===== config.mk =====
export PLATFORM = sky130hd
export DESIGN_NAME = hamming_row_codec
export DESIGN_NICKNAME = d
export VERILOG_FILES = /design/src/rtl/core/hrc_pkg.sv /design/src/rtl/core/hamming_row_codec.sv
export SDC_FILE = /design/constraint.sdc
export NUM_CORES = 1
export LEC_CHECK = 0
export BUFFER_PORTS_ARGS = -buffer_cell sky130_fd_sc_hd__buf_2
export CAP_MARGIN = 15
export CORE_MARGIN = 8
export CORE_UTILIZATION = 35
export CTS_CLUSTER_SIZE = 24
export DETAILED_ROUTE_END_ITERATION = 10
export SLEW_MARGIN = 20
export SYNTH_ARGS = -nofsm -noshare
export SYNTH_HDL_FRONTEND = slang
export SYNTH_SLANG_ARGS = --single-unit

===== constraint.sdc =====
create_clock -name clk_i -period 10.7 [get_ports clk_i]
set_input_delay 2.14 -clock clk_i [delete_from_list [all_inputs] [get_ports clk_i]]
set_output_delay 2.14 -clock clk_i [all_outputs]
set_load 0.01 [all_outputs]

===== src/rtl/core/hrc_pkg.sv =====
package hrc_pkg;

  localparam int WORD_W    = 38;
  localparam int SYN_W     = 6;
  localparam int CFG_W     = 3;
  localparam int MAX_BYTES = 4;

  typedef enum logic {
    OP_ENCODE = 1'b0,
    OP_DECODE = 1'b1
  } op_e;

  typedef struct packed {
    op_e               operation;
    logic [WORD_W-1:0] word_in;
  } hrc_in_t;

  typedef struct packed {
    logic [WORD_W-1:0] result_word;
    logic [SYN_W-1:0]  syndrome;
    logic              corrected;
    logic              syndrome_out_of_range;
  } hrc_out_t;

  function automatic bit is_pow2(int p);
    return (p != 0) && ((p & (p - 1)) == 0);
  endfunction

  // minimum r with 2^r >= k + r + 1
  function automatic int check_count(int k);
    int r;
    r = 0;
    while ((1 << r) < (k + r + 1)) r++;
    return r;
  endfunction

  function automatic int code_len(int m);
    return 8 * m + check_count(8 * m);
  endfunction

  // number of data positions ahead of position p
  function automatic int data_rank(int p);
    int cnt;
    cnt = 0;
    for (int q = 1; q < p; q++) begin
      if (!is_pow2(q)) cnt++;
    end
    return cnt;
  endfunction

  // codeword position that holds data bit i (0 = first data bit)
  function automatic int data_pos(int i);
    int cnt;
    int pos;
    cnt = 0;
    pos = 0;
    for (int p = 1; p < 128; p++) begin
      if (!is_pow2(p)) begin
        if (cnt == i && pos == 0) pos = p;
        cnt++;
      end
    end
    return pos;
  endfunction

endpackage


===== src/rtl/core/hamming_row_codec.sv =====
// Channel | Direction | Handshake                | Payload
// request | in        | in_valid_i / in_stall_o  | in_data_i  (hrc_in_t)
// result  | out       | out_valid_o / out_stall_i| out_data_o (hrc_out_t)
// config  | in        | cfg_we_i                 | cfg_wdata_i (bytes_per_row)
//
// Four register stages: input capture, syndrome XOR tree, correction or
// check-bit insertion, output pack. One request is taken per cycle while
// out_stall_i does not back the pipeline up.
// Reset clears all valid bits and sets bytes_per_row to 1.
// A stall holds only the stages that are full; bubbles still move forward.
module hamming_row_codec #(
  parameter int MaxBytes = hrc_pkg::MAX_BYTES
) (
  input  logic                    clk_i,
  input  logic                    rst_ni,
  input  logic                    in_valid_i,
  output logic                    in_stall_o,
  input  hrc_pkg::hrc_in_t        in_data_i,
  output logic                    out_valid_o,
  input  logic                    out_stall_i,
  output hrc_pkg::hrc_out_t       out_data_o,
  input  logic                    cfg_we_i,
  input  logic [hrc_pkg::CFG_W-1:0] cfg_wdata_i
);
  import hrc_pkg::*;

  localparam int NMax = code_len(MaxBytes);
  localparam int SynW = $clog2(NMax + 1);
  localparam int IdxW = (MaxBytes > 1) ? $clog2(MaxBytes) : 1;

  logic [CFG_W-1:0] bpr_q;
  logic [IdxW-1:0]  sel_d;

  // row-size specific wiring
  wire [NMax:1]      enc_cand [MaxBytes];
  wire [NMax:1]      dec_cand [MaxBytes];
  wire [SynW-1:0]    n_cand   [MaxBytes];
  wire [WORD_W-1:0]  enc_out  [MaxBytes];
  wire [WORD_W-1:0]  dec_out  [MaxBytes];

  // stage 1
  logic            v1_q;
  op_e             op1_q;
  logic [IdxW-1:0] sel1_q;
  logic [SynW-1:0] n1_q;
  logic [NMax:1]   pos1_d, pos1_q;
  // stage 2
  logic            v2_q;
  op_e             op2_q;
  logic [IdxW-1:0] sel2_q;
  logic [SynW-1:0] n2_q;
  logic [NMax:1]   pos2_q;
  logic [SynW-1:0] syn2_d, syn2_q;
  // stage 3
  logic            v3_q;
  op_e             op3_q;
  logic [IdxW-1:0] sel3_q;
  logic [NMax:1]   pos3_d, pos3_q;
  logic [SynW-1:0] syn3_d, syn3_q;
  logic            corr3_d, corr3_q;
  logic            oor3_d, oor3_q;
  // output
  logic            vo_q;
  hrc_out_t        out_d, out_q;

  logic rdy0, rdy1, rdy2, rdy3;

  assign rdy3 = !vo_q || !out_stall_i;
  assign rdy2 = !v3_q || rdy3;
  assign rdy1 = !v2_q || rdy2;
  assign rdy0 = !v1_q || rdy1;
  assign in_stall_o  = !rdy0;
  assign out_valid_o = vo_q;
  assign out_data_o  = out_q;

  for (genvar g = 0; g < MaxBytes; g++) begin : g_row
    localparam int K = 8 * (g + 1);
    localparam int N = code_len(g + 1);

    assign n_cand[g] = SynW'(N);

    for (genvar p = 1; p <= NMax; p++) begin : g_pos
      if (p <= N && (N - p) < WORD_W) begin : g_dec
        assign dec_cand[g][p] = in_data_i.word_in[N-p];
      end else begin : g_dec_zero
        assign dec_cand[g][p] = 1'b0;
      end
      if (p <= N && !is_pow2(p) && (K - 1 - data_rank(p)) < WORD_W) begin : g_enc
        assign enc_cand[g][p] = in_data_i.word_in[K-1-data_rank(p)];
      end else begin : g_enc_zero
        assign enc_cand[g][p] = 1'b0;
      end
    end

    for (genvar b = 0; b < WORD_W; b++) begin : g_bit
      if (N - b >= 1) begin : g_cw
        assign enc_out[g][b] = pos3_q[N-b];
      end else begin : g_cw_zero
        assign enc_out[g][b] = 1'b0;
      end
      if (b < K) begin : g_data
        assign dec_out[g][b] = pos3_q[data_pos(K-1-b)];
      end else begin : g_data_zero
        assign dec_out[g][b] = 1'b0;
      end
    end
  end

  // bytes_per_row of 0 acts as 1, above MaxBytes acts as MaxBytes
  always_comb begin
    priority if (bpr_q == '0) begin
      sel_d = '0;
    end else if (int'(bpr_q) > MaxBytes) begin
      sel_d = IdxW'(MaxBytes - 1);
    end else begin
      sel_d = IdxW'(int'(bpr_q) - 1);
    end
  end

  assign pos1_d = (in_data_i.operation == OP_DECODE) ? dec_cand[sel_d] : enc_cand[sel_d];

  always_comb begin
    syn2_d = '0;
    for (int p = 1; p <= NMax; p++) begin
      if (pos1_q[p]) syn2_d = syn2_d ^ SynW'(p);
    end
  end

  always_comb begin
    pos3_d  = pos2_q;
    syn3_d  = syn2_q;
    corr3_d = 1'b0;
    oor3_d  = 1'b0;
    if (op2_q == OP_ENCODE) begin
      // check positions are empty here, so the syndrome is the parity to insert
      for (int j = 0; j < SynW; j++) begin
        pos3_d[1<<j] = syn2_q[j];
      end
      syn3_d = '0;
    end else if (syn2_q != '0) begin
      if (syn2_q <= n2_q) begin
        for (int p = 1; p <= NMax; p++) begin
          if (syn2_q == SynW'(p)) pos3_d[p] = ~pos2_q[p];
        end
        corr3_d = 1'b1;
      end else begin
        oor3_d = 1'b1;
      end
    end
  end

  always_comb begin
    out_d.result_word = (op3_q == OP_ENCODE) ? enc_out[sel3_q] : dec_out[sel3_q];
    out_d.syndrome    = SYN_W'(syn3_q);
    out_d.corrected   = corr3_q;
    out_d.syndrome_out_of_range = oor3_q;
  end

  always_ff @(posedge clk_i or negedge rst_ni) begin
    if (!rst_ni) begin
      bpr_q <= CFG_W'(1);
      v1_q  <= 1'b0;
      v2_q  <= 1'b0;
      v3_q  <= 1'b0;
      vo_q  <= 1'b0;
    end else begin
      if (cfg_we_i) bpr_q <= cfg_wdata_i;
      if (rdy0) v1_q <= in_valid_i;
      if (rdy1) v2_q <= v1_q;
      if (rdy2) v3_q <= v2_q;
      if (rdy3) vo_q <= v3_q;
    end
  end

  always_ff @(posedge clk_i) begin
    if (rdy0 && in_valid_i) begin
      op1_q  <= in_data_i.operation;
      sel1_q <= sel_d;
      n1_q   <= n_cand[sel_d];
      pos1_q <= pos1_d;
    end
    if (rdy1 && v1_q) begin
      op2_q  <= op1_q;
      sel2_q <= sel1_q;
      n2_q   <= n1_q;
      pos2_q <= pos1_q;
      syn2_q <= syn2_d;
    end
    if (rdy2 && v2_q) begin
      op3_q   <= op2_q;
      sel3_q  <= sel2_q;
      pos3_q  <= pos3_d;
      syn3_q  <= syn3_d;
      corr3_q <= corr3_d;
      oor3_q  <= oor3_d;
    end
    if (rdy3 && v3_q) begin
      out_q <= out_d;
    end
  end

endmodule


**Yosys cells after proc, flatten, opt, wreduce, memory -nomap -nowiden**

Index checks and enable logic that the tools add are counted.

- Register bits: 202
- Bits of input ports: 47
- Output and inout bits: 48
- Word-level logic and storage cells: 270

- $add $sub $neg: 1
- $lt $le $gt $ge: 4
- Equal/unequal tests: 38
- Multiplexer cells: 109
- Bitwise logic cells: 77
- Reduce and logical (&&, ||, !) cells: 17

Operators with widths:

| operator | number |
|---|---|
| two-way mux 38 bit | 12 |
| binary-select mux 38 bit (select 2 bit) | 4 |
| == test 6 x 5 -> 1 bit, second input constant | 16 |
| two-way mux 5 bit | 16 |
| two-way mux 6 bit | 10 |
| == test 6 x 4 -> 1 bit, second input constant | 8 |
| two-way mux 1 bit | 46 |
| == test 6 bit, second input constant | 7 |
| NOT 3 bit | 13 |
| NOT 1 bit | 38 |
| two-way mux 4 bit | 8 |
| NOT 2 bit | 13 |
| == test 6 x 3 -> 1 bit, second input constant | 4 |
| NOT 4 bit | 5 |
| two-way mux 15 bit | 1 |
| two-way mux 3 bit | 5 |
| binary-select mux 6 bit (select 2 bit) | 1 |
| == test 6 x 2 -> 1 bit, second input constant | 2 |
| two-way mux 2 bit | 5 |
| two-way mux 7 bit | 1 |
| == test 6 x 1 -> 1 bit, second input constant | 1 |
| >= comparator 3 bit, second input constant | 2 |
| less-or-equal comparator 6 bit | 1 |
| zero test 1 bit | 6 |
| other kinds (10) | 21 |

**Depth between registers and ports, before layout**

Gate-level depths: netlist (run 1).

- Word-level depth: 70
- Depth in mapped cells: 10
- Depth with buffers taken out: 8

**Least setup slack after synthesis (run 1)**

OpenSTA, ideal clock, no wires.

- Kind: in2reg
- Start: in out_stall_i
- End: reg out_q, in the netlist out_data_o[0] (enable)
- Setup time: 0.520 ns
- Arrival: 5.495 ns
- Data required time: 10.180 ns
- Path slack: 4.685 ns
- Cell stages on the path: 1
- Path buffers: 0
- Cells stage by stage: a21boi_0

- Longest elaborated chain between the ends: 3

Ends and longest elaborated chain:

| item | RTL line | RTL |
|---|---|---|
| from (decl) | hamming_row_codec.sv:20 | `input logic out_stall_i,` |
| zero test 1 bit | hamming_row_codec.sv:68 | `assign rdy3 = !vo_q \|\| !out_stall_i;` |
| logical OR 1 bit | hamming_row_codec.sv:68 |  |
| logical AND 1 bit | hamming_row_codec.sv:197 | `if (rdy3 && v3_q) begin` |
| to (signal assigned) | hamming_row_codec.sv:198 | `out_q <= out_d;` |
| to (decl) | hamming_row_codec.sv:64 | `hrc_out_t out_d, out_q;` |

No other way between the ends.
A chain may end at the register's enable or synchronous reset.

**Worst setup path in the final report (run 1)**

- Start: in out_stall_i
- End: out in_stall_o

- Longest elaborated chain between the ends: 6

Ends and longest elaborated chain:

| item | RTL line | RTL |
|---|---|---|
| zero test 1 bit | hamming_row_codec.sv:68 |  |
| logical OR 1 bit | hamming_row_codec.sv:68 |  |
| logical OR 1 bit | hamming_row_codec.sv:69 | `assign rdy2 = !v3_q \|\| rdy3;` |
| logical OR 1 bit | hamming_row_codec.sv:70 | `assign rdy1 = !v2_q \|\| rdy2;` |
| logical OR 1 bit | hamming_row_codec.sv:71 | `assign rdy0 = !v1_q \|\| rdy1;` |
| zero test 1 bit | hamming_row_codec.sv:72 | `assign in_stall_o = !rdy0;` |
| to (decl) | hamming_row_codec.sv:17 | `output logic in_stall_o,` |

No other way between the ends.

==> metrics.txt, run 1 <==
status=finished, final reports clean; Setup Skew=between 0.015 and 0.02 ns; PD cells=~210 mW/mm2; min Tclk post-route=between 4 and 5 ns; Synth top area share=0.575; Net Sw Frac=0.318; area leader, netlist=edfxtp_1; diodes inserted=0; yosys warns=0; Clock Root Buffer=clkbuf_16; crit share post-route=0.466; clock sinks=between 150 and 200; Die H=around 180 um; CP Max Fanout=4; H-tree depth=4; layout cell share with drive strength beyond 1=0.193; fmax=~200 MHz; Vias=6187; largest family of logic cells by synthesized area=simple AND/OR/NAND/NOR gates; post-synthesis xor/xnor area fraction=0.0853; fraction of registers with async set/reset=0.0357; placed cell area=about 0.011 mm2; Final setup violation count=0; RSZ-0062 raised after global routing=false; Fin Setup TNS=0 ns; Startpoint Class=input pin; Layout area overhead=13.7%; CP endpoint kind=output port; synthesized netlist cell count=786; Seq/Total Area, Yosys=0.593; NumNets Final=roughly 920; initial antenna violation count=0; Worst Hold Class=reg2reg; Post-CTS Hold Fix Bufs=0; post-synthesis simple-gate area fraction=0.115; total grt overflow=0; Top Ports=95; Final ANT Viol Nets=0; Fin Hold WS=approximately 0.42 ns; via/cell ratio=between 4 and 5; mux contribution to synthesized area=0.0911; first-pass GRT wire length=between 30000 and 40000 um; Logic pwr share=0.266; CP Class=in2out; syn nets=840; Core Rows=about 60; Die ar.=roughly 0.034 mm2; sequential power share=0.484; top-count cell post-synth=edfxtp_1; CTS tree=done; worst skew pair latency=between 0.4 and 0.5 ns; Final Hold Vio Count=0; drc violations=0; max_slew headroom=0.336; DRT iter0 DRCs=598; Die W=~180 um; Synth Area in Adders=0.00888; # fillers=around 2700; final WL=between 20000 and 25000 um; DR WL/cell=~17 um; synth cell count leaders=edfxtp_1, nor2_1, xnor2_1; gpl congestion=0.886; Synth Area per Inst=roughly 13 um2; Max Cap Viol=0; Setup Fix Bufs, Post-CTS=0; initial core utilization=0.355; vias in the first global route=6124; Pint=between 1.5 and 2 mW; Sw Pwr=roughly 0.75 mW; drt first pass iters=5; Inserted Clock Buffers=17; synthesized flop and latch total=~200; CP arrival=2.85 ns; VDD IR max=approximately 0.12 mV; Synth Area in Compound Gates=0.0761; Worst Path Required=roughly 8.6 ns; Total GRT Usage=0.128; Tot Pwr=between 2 and 2.5 mW; top_reg_cell synth=edfxtp_1; Netlist Area Pre-Place=between 0.009 and 0.01 mm2; LEAKAGE=approximately 4.2 nW; largest net degree at the start of global routing=51; Clock Power Share=0.250; hpwl dp=15500 um; cell area after layout=about 0.011 mm2; transition time at the pin with the least slew margin=between 0.9 and 1 ns; Core Box Area=roughly 0.028 mm2; Synth cell types=53; Synth area leaders=edfxtp_1, xnor2_1, mux4_2; Port-buffer cells=between 90 and 100; Post-synth EDFFs=189; final slew viol count=0; clk slew on worst S/H paths=approximately 0.070 ns; CTS resizes=0; Clock Tree Buf Depth=2
-- critical path: stages --
cell and delay (ns):
buf_2 0.12, and3_1 0.26, nand3_1 0.15, inv_1 0.07
buf_2 0.12
-- logic make-up after synthesis --
kind of cell	Yosys count
and+or+nand+nor	232
DFF	196
AOI/OAI and AO/OA	124
xor gates and xnor gates	96
buffers and inverters	67
muxes	64
adders and majority gates	7
-- registers in the layout (all words and copies together) (netlist names), 2 cells and up --
| register | flops |
|---|---|
| out_data_o | 46 |
| pos1_q | 38 |
| pos2_q | 38 |
| pos3_q | 38 |
| syn2_q | 6 |
| syn3_q | 6 |
| bpr_q | 3 |
| n1_q | 3 |
| n2_q | 3 |
| sel1_q | 2 |
| sel2_q | 2 |
| sel3_q | 2 |
-- power by group through the flow --
stage / combinational (mW) / clock [mW] / sequential (mW)
floorplan: 0.505 / 0 / 1.12
global placement: 0.624 / 0 / 1.16
detailed placement: 0.633 / 0 / 1.16
CTS: 0.635 / 0.606 / 1.15
global route: 0.699 / 0.634 / 1.16
finish: 0.629 / 0.591 / 1.14
-- layout make-up --
cell class              count  area, um2  area share
clock buffers              17        425      0.0379
inverters                  21       78.8     0.00703
well taps                 378        473      0.0422
clock inverters            15        115      0.0103
multi-input cells         523       3740       0.333
repair buffers            102        531      0.0473
flip-flops and latches    196       5850       0.522
-- metrics by stage --
stage / setup WS [ns] / util / std cells
after floorplan: 4.69 / - / 786
after global placement: 5.72 / 0.384 / 1220
after detailed placement: 5.69 / 0.384 / 1220
after CTS: 5.69 / 0.404 / 1252
after global routing: 5.61 / 0.404 / 1252
final: 5.71 / 0.404 / 1252
-- layer usage --
layer	vias to the layer above	global-route usage	part of all wire
met4	0	0.0400	0.017
li1	3036	-	-
met1	2963	0.171	0.47
met2	167	0.202	0.46
met3	21	0.0302	0.047
met5	-	0	0
-- path summary, 6_finish.rpt --
kind	start	to	slack, ns	cells after the start
hold reg to reg	syn3_q[3]$_SDFFCE_PN0P_	out_data_o[5]$_DFFE_PP_	0.42	0
max in group asynchronous	rst_ni	bpr_q[0]$_DFFE_PN1P_	8.94	1
min in group asynchronous	rst_ni	bpr_q[2]$_DFFE_PN0P_	1.53	1
setup reg to reg	syn2_q[4]$_DFFE_PP_	pos3_q[32]$_DFFE_PP_	7.71	7
hold / removal	syn3_q[3]$_SDFFCE_PN0P_	out_data_o[5]$_DFFE_PP_	0.42	0
setup / recovery	out_stall_i	in_stall_o	5.71	5
-- cells in the final DEF (no fill, tap or decap), drive strengths merged, types with 4 or more instances in the layout --
cell type	n
xnor2	55
a221oi	4
or3	9
buf	102
nor3	18
a21oi	48
clkinv	12
ha	7
or2	4
nand2	49
o21ai	35
nor4	17
inv	22
mux2i	38
a31oi	7
xor2	41
mux2	6
nor2	65
dfrtp	6
and2	19
edfxtp	189
and3	11
nor2b	10
a311oi	4
nand2b	7
clkbuf	17
nand3	17
mux4	20
(Power assumes the default switching activity.)
==> run 2, diff against run 1 <==
==> constraint.sdc (replaced) <==
create_clock -name clk_i -period 4.5 [get_ports clk_i]
set_input_delay 0.9 -clock clk_i [delete_from_list [all_inputs] [get_ports clk_i]]
set_output_delay 0.9 -clock clk_i [all_outputs]
set_load 0.01 [all_outputs]
==> run 2 against run 1 <==
Net effect:
- total power is 140% higher
- final cell count barely moved
- critical path depth is 3 higher
- utilization grew 0.31 points
- combinational power grew 140%
- hold slack worse by 0.12 ns
- design area grew 0.77%
- wire length shrank 0.69%
- clock power rose to 2.7 times the previous value
==> metrics.txt, run 2 (synthesized netlist as in run 1, its figures left out) <==
status=finished, final reports clean; crit share post-route=0.664; wire length on met2=9460 um; DR WL/cell=~17 um; CTS resizes=0; most common cell after layout, fill and taps aside=edfxtp_1; Layout area overhead=14.6%; Final Non-Filler Cells=about 1300; Final setup violation count=0; NumNets Final=a little over 900; initial antenna violation count=0; Top Ports=95; CP bufs+invs=3; max FFs per register=46; CP Class=reg2reg; clock sinks=between 150 and 200; Total GRT Usage=0.127; min Tclk post-route=approximately 3.0 ns; DR top layer=met4; Setup Fix Bufs, Post-CTS=0; Port-buffer cells=94; final core occ=0.407; met3 wire length=~1200 um; Die ar.=around 0.034 mm2; CP arrival=approximately 3.3 ns; gpl congestion=between 0.8 and 0.9; drc violations=0; vias in the first global route=~6200; H-tree depth=4; Inst Count DP=~1200; PD cells=between 500 and 600 mW/mm2; Clock Tree Buf Depth=2; CP Max Fanout=23; Max Cap Viol=0; Slowest cell on crit path=clkinv_1; Clock Root Buffer=clkbuf_16; CP endpoint kind=register; Startpoint Class=register; Fin Hold WS=0.299 ns; Vias=approximately 6000; Post-CTS Hold Fix Bufs=0; Setup Skew=roughly 0.011 ns; diodes inserted=0; max_slew headroom=0.339; fmax=about 330 MHz; via/cell ratio=approximately 4.9; worst skew pair latency=roughly 0.43 ns; largest net degree at the start of global routing=slightly above 50; Die W=approximately 180 um; Final Hold Vio Count=0; final slew viol count=0; Core Rows=roughly 60; layout cell share with drive strength beyond 1=0.200; Final ANT Viol Nets=0; transition time at the pin with the least slew margin=0.992 ns; Inserted Clock Buffers=17; clk slew on worst S/H paths=~0.07 ns; Fin Setup TNS=0 ns; drt first pass iters=5; commonest non-fill, non-tap cells in the layout=edfxtp_1, buf_2, nor2_1; hpwl dp=roughly 16000 um; CTS tree=done; final WL=21200 um; Worst Hold Class=in2async; Top delay family on crit path=buffers and inverters; DRT iter0 DRCs=470; M1 wire length=9880 um; Tot Pwr=5.79 mW; Core Box Area=0.0278 mm2; RSZ-0062 raised after global routing=false; Worst Path Required=approximately 4.8 ns; CP cell instances=inv_1 > ha_1 > o21ba_2 > clkinv_1 > buf_4 > nor2_1 > a221oi_1 > a21oi_1; LEAKAGE=~4.2 nW; first-pass GRT wire length=~34000 um; total grt overflow=0; initial core utilization=0.355; Die H=between 150 and 200 um; VDD IR max=0.248 mV; CP max stage delay=0.61 ns
run 2: where the power goes:
group / leakage (nW) / switching (mW) / internal, mW
Combinational: 1.98 / 0.878 / 0.631
Clock: 0.297 / 0.678 / 0.891
Sequential: 1.94 / 0.265 / 2.45
Total: 4.21 / 1.82 / 3.97
run 2: metrics by stage:
step / worst slack (ns) / area [um2]
floorplan: 0.769 / 9860
global placement: 1.66 / 10700
detailed placement: 1.50 / 10700
CTS: 1.48 / 11300
global route: 1.13 / 11300
finish: 1.51 / 11300
run 2: routing by layer:
layer / global-route usage / vias to the layer above
li1: - / 3045
met1: 0.172 / 2889
met2: 0.195 / 208
met4: 0.0513 / 0
met3: 0.0308 / 37
met5: 0 / -
run 2: worst paths after layout:
kind	from	to	slack (ns)	cells past startpoint
worst max-delay path	bpr_q[0]$_DFFE_PN1P_	pos1_q[14]$_DFFE_PP_	1.51	8
worst min-delay path	rst_ni	bpr_q[1]$_DFFE_PN0P_	0.30	1
worst max register to register	bpr_q[0]$_DFFE_PN1P_	pos1_q[14]$_DFFE_PP_	1.51	8
worst min register to register	syn3_q[2]$_SDFFCE_PN0P_	out_data_o[4]$_DFFE_PP_	0.42	0
max in group asynchronous	rst_ni	bpr_q[0]$_DFFE_PN1P_	3.96	1
min in group clk_i	syn3_q[2]$_SDFFCE_PN0P_	out_data_o[4]$_DFFE_PP_	0.42	0
run 2: area by class of cell:
class | instances | area (um2)
repair buffers | 103 | 538
clock inverters | 15 | 195
fillers | 2648 | 16500
clock buffers | 17 | 425
inverters | 21 | 78.8
well taps | 378 | 473
flip-flops and latches | 196 | 5850
multi-input cells | 523 | 3740
==> run 3, diff against run 2 <==
==> constraint.sdc (replaced) <==
create_clock -name clk_i -period 3.1 [get_ports clk_i]
set_input_delay 0.62 -clock clk_i [delete_from_list [all_inputs] [get_ports clk_i]]
set_output_delay 0.62 -clock clk_i [all_outputs]
set_load 0.01 [all_outputs]
==> run 3 against run 2 <==
Net effect:
- final cell count rose by 0.80%
- wire length rose by 3.5%
- flip-flop and latch count did not move
- sequential share of layout area fell by 0.21 points
- clock power rose by 36%
- via count fell by 0.21%
- first-iteration DRC count fell by 1.1%
- hold slack got worse by 0.28 ns
- register-to-register slack got worse by 0.91 ns
- clock-buffer cell count rose by 1
- critical endpoint is now pos3_q[32]$_DFFE_PP_
==> metrics.txt, run 3 (synthesized netlist as in run 1, its figures left out) <==
status=finished, final reports clean; reg2reg path depth=6; FF-to-FF Start=syn2_q[5]$_DFFE_PP_; clk slew on worst S/H paths=0.07 ns; Core Rows=a little over 60; Worst Hold Class=in2async; Setup Fix Bufs, Post-CTS=0; Fin Hold WS=roughly 0.023 ns; CP endpoint kind=register; initial core utilization=0.355; Vias=slightly above 6000; GR Util met3=0.0316; GR Util met2=0.212; CTS resizes=0; Port-buffer cells=94; worst skew pair latency=~0.43 ns; via/cell ratio=4.88; clock sinks=roughly 200; drt first pass iters=6; r2r setup slk=around 0.6 ns; Fin Setup TNS=0 ns; max FFs per register=46; final WL=~22000 um; Inst Count DP=1231; total grt overflow=0; Setup Skew=0.00841 ns; Total GRT Usage=0.132; VDD IR max=around 0.37 mV; Clock Tree Buf Depth=2; layout cell share with drive strength beyond 1=0.208; Top Ports=between 90 and 100; DR WL/cell=between 15 and 20 um; Die H=approximately 180 um; grt peak-use layer=met2; fmax=roughly 400 MHz; PD cells=about 740 mW/mm2; Layout area overhead=15.0%; GRT met1 Usage=0.176; diodes inserted=0; Die ar.=approximately 0.034 mm2; CP Max Fanout=41; hpwl dp=16500 um; first-pass GRT wire length=roughly 35000 um; CTS tree=done; Final Hold Vio Count=0; Clock Root Buffer=clkbuf_16; Final Non-Filler Cells=~1300; Final ANT Viol Nets=0; LEAKAGE=~4.3 nW; Startpoint Class=register; largest net degree at the start of global routing=between 50 and 60; Die W=approximately 180 um; DRT iter0 DRCs=about 470; min Tclk post-route=about 2.5 ns; commonest non-fill, non-tap cells in the layout=edfxtp_1, buf_2, nor2_1; NumNets Final=approximately 930; H-tree depth=4; RSZ-0062 raised after global routing=false; CP Class=reg2reg; drc violations=0; Max Cap Viol=0; Final setup violation count=0; crit share post-route=0.808; Tot Pwr=approximately 8.4 mW; vias in the first global route=~6200; transition time at the pin with the least slew margin=~0.76 ns; final slew viol count=0; max_slew headroom=0.495; gpl congestion=0.870; Worst Path Required=3.34 ns; initial antenna violation count=0; final core occ=0.408; CP arrival=approximately 2.8 ns; reg-to-reg critical path endpoint=pos3_q[32]$_DFFE_PP_; Inserted Clock Buffers=17; Post-CTS Hold Fix Bufs=0; Core Box Area=roughly 0.028 mm2; most common cell after layout, fill and taps aside=edfxtp_1
[run 3: area by class of cell]
class                           count  area (um2)
Sequential cell                   196        5850
Inverter                           21        78.8
Multi-Input combinational cell    523        3740
Fill cell                        2729       16400
Clock buffer                       18         429
Tap cell                          378         473
Clock inverter                     14         136
Timing Repair Buffer              113         638
[run 3: metrics by stage]
stage / setup slack (ns) / area [um2]
2_1_floorplan: 0.592 / 9870
3_3_place_gp: 0.723 / 10800
3_5_place_dp: 0.617 / 10800
4_1_cts: 0.599 / 11300
5_1_grt: 0.486 / 11300
6_report: 0.596 / 11300
[run 3: power by group]
part | switching [mW] | total, mW | internal, mW
sequential | 0.335 | 3.89 | 3.55
combinational | 1.40 | 2.37 | 0.975
clock | 0.942 | 2.13 | 1.18
[run 3: critical path, stage by stage, from the launching register on]
cell,delay [ns]
edfxtp_1,0.54
ha_1,0.35
nor2b_1,0.13
o32a_1,0.44
buf_12,0.22
or3_1,0.34
a311oi_1,0.28
[run 3: how the worst max path moves through the flow]
stage,from,to,slack [ns],depth (start not counted)
floorplan,out_stall_i,corr3_q$_SDFFCE_PN0P_,0.59,2
global placement,syn2_q[5]$_DFFE_PP_,pos3_q[32]$_DFFE_PP_,0.72,6
detailed placement,syn2_q[5]$_DFFE_PP_,pos3_q[32]$_DFFE_PP_,0.62,6
CTS,syn2_q[5]$_DFFE_PP_,pos3_q[32]$_DFFE_PP_,0.60,6
global route,syn2_q[5]$_DFFE_PP_,pos3_q[32]$_DFFE_PP_,0.49,7
finish,syn2_q[5]$_DFFE_PP_,pos3_q[32]$_DFFE_PP_,0.60,6
[run 3: layer usage]
metal	vias to the layer above	wire length [um]
met1	2917	10200
met4	0	324
met3	21	1110
met2	171	10300
li1	3057	-
met5	-	0
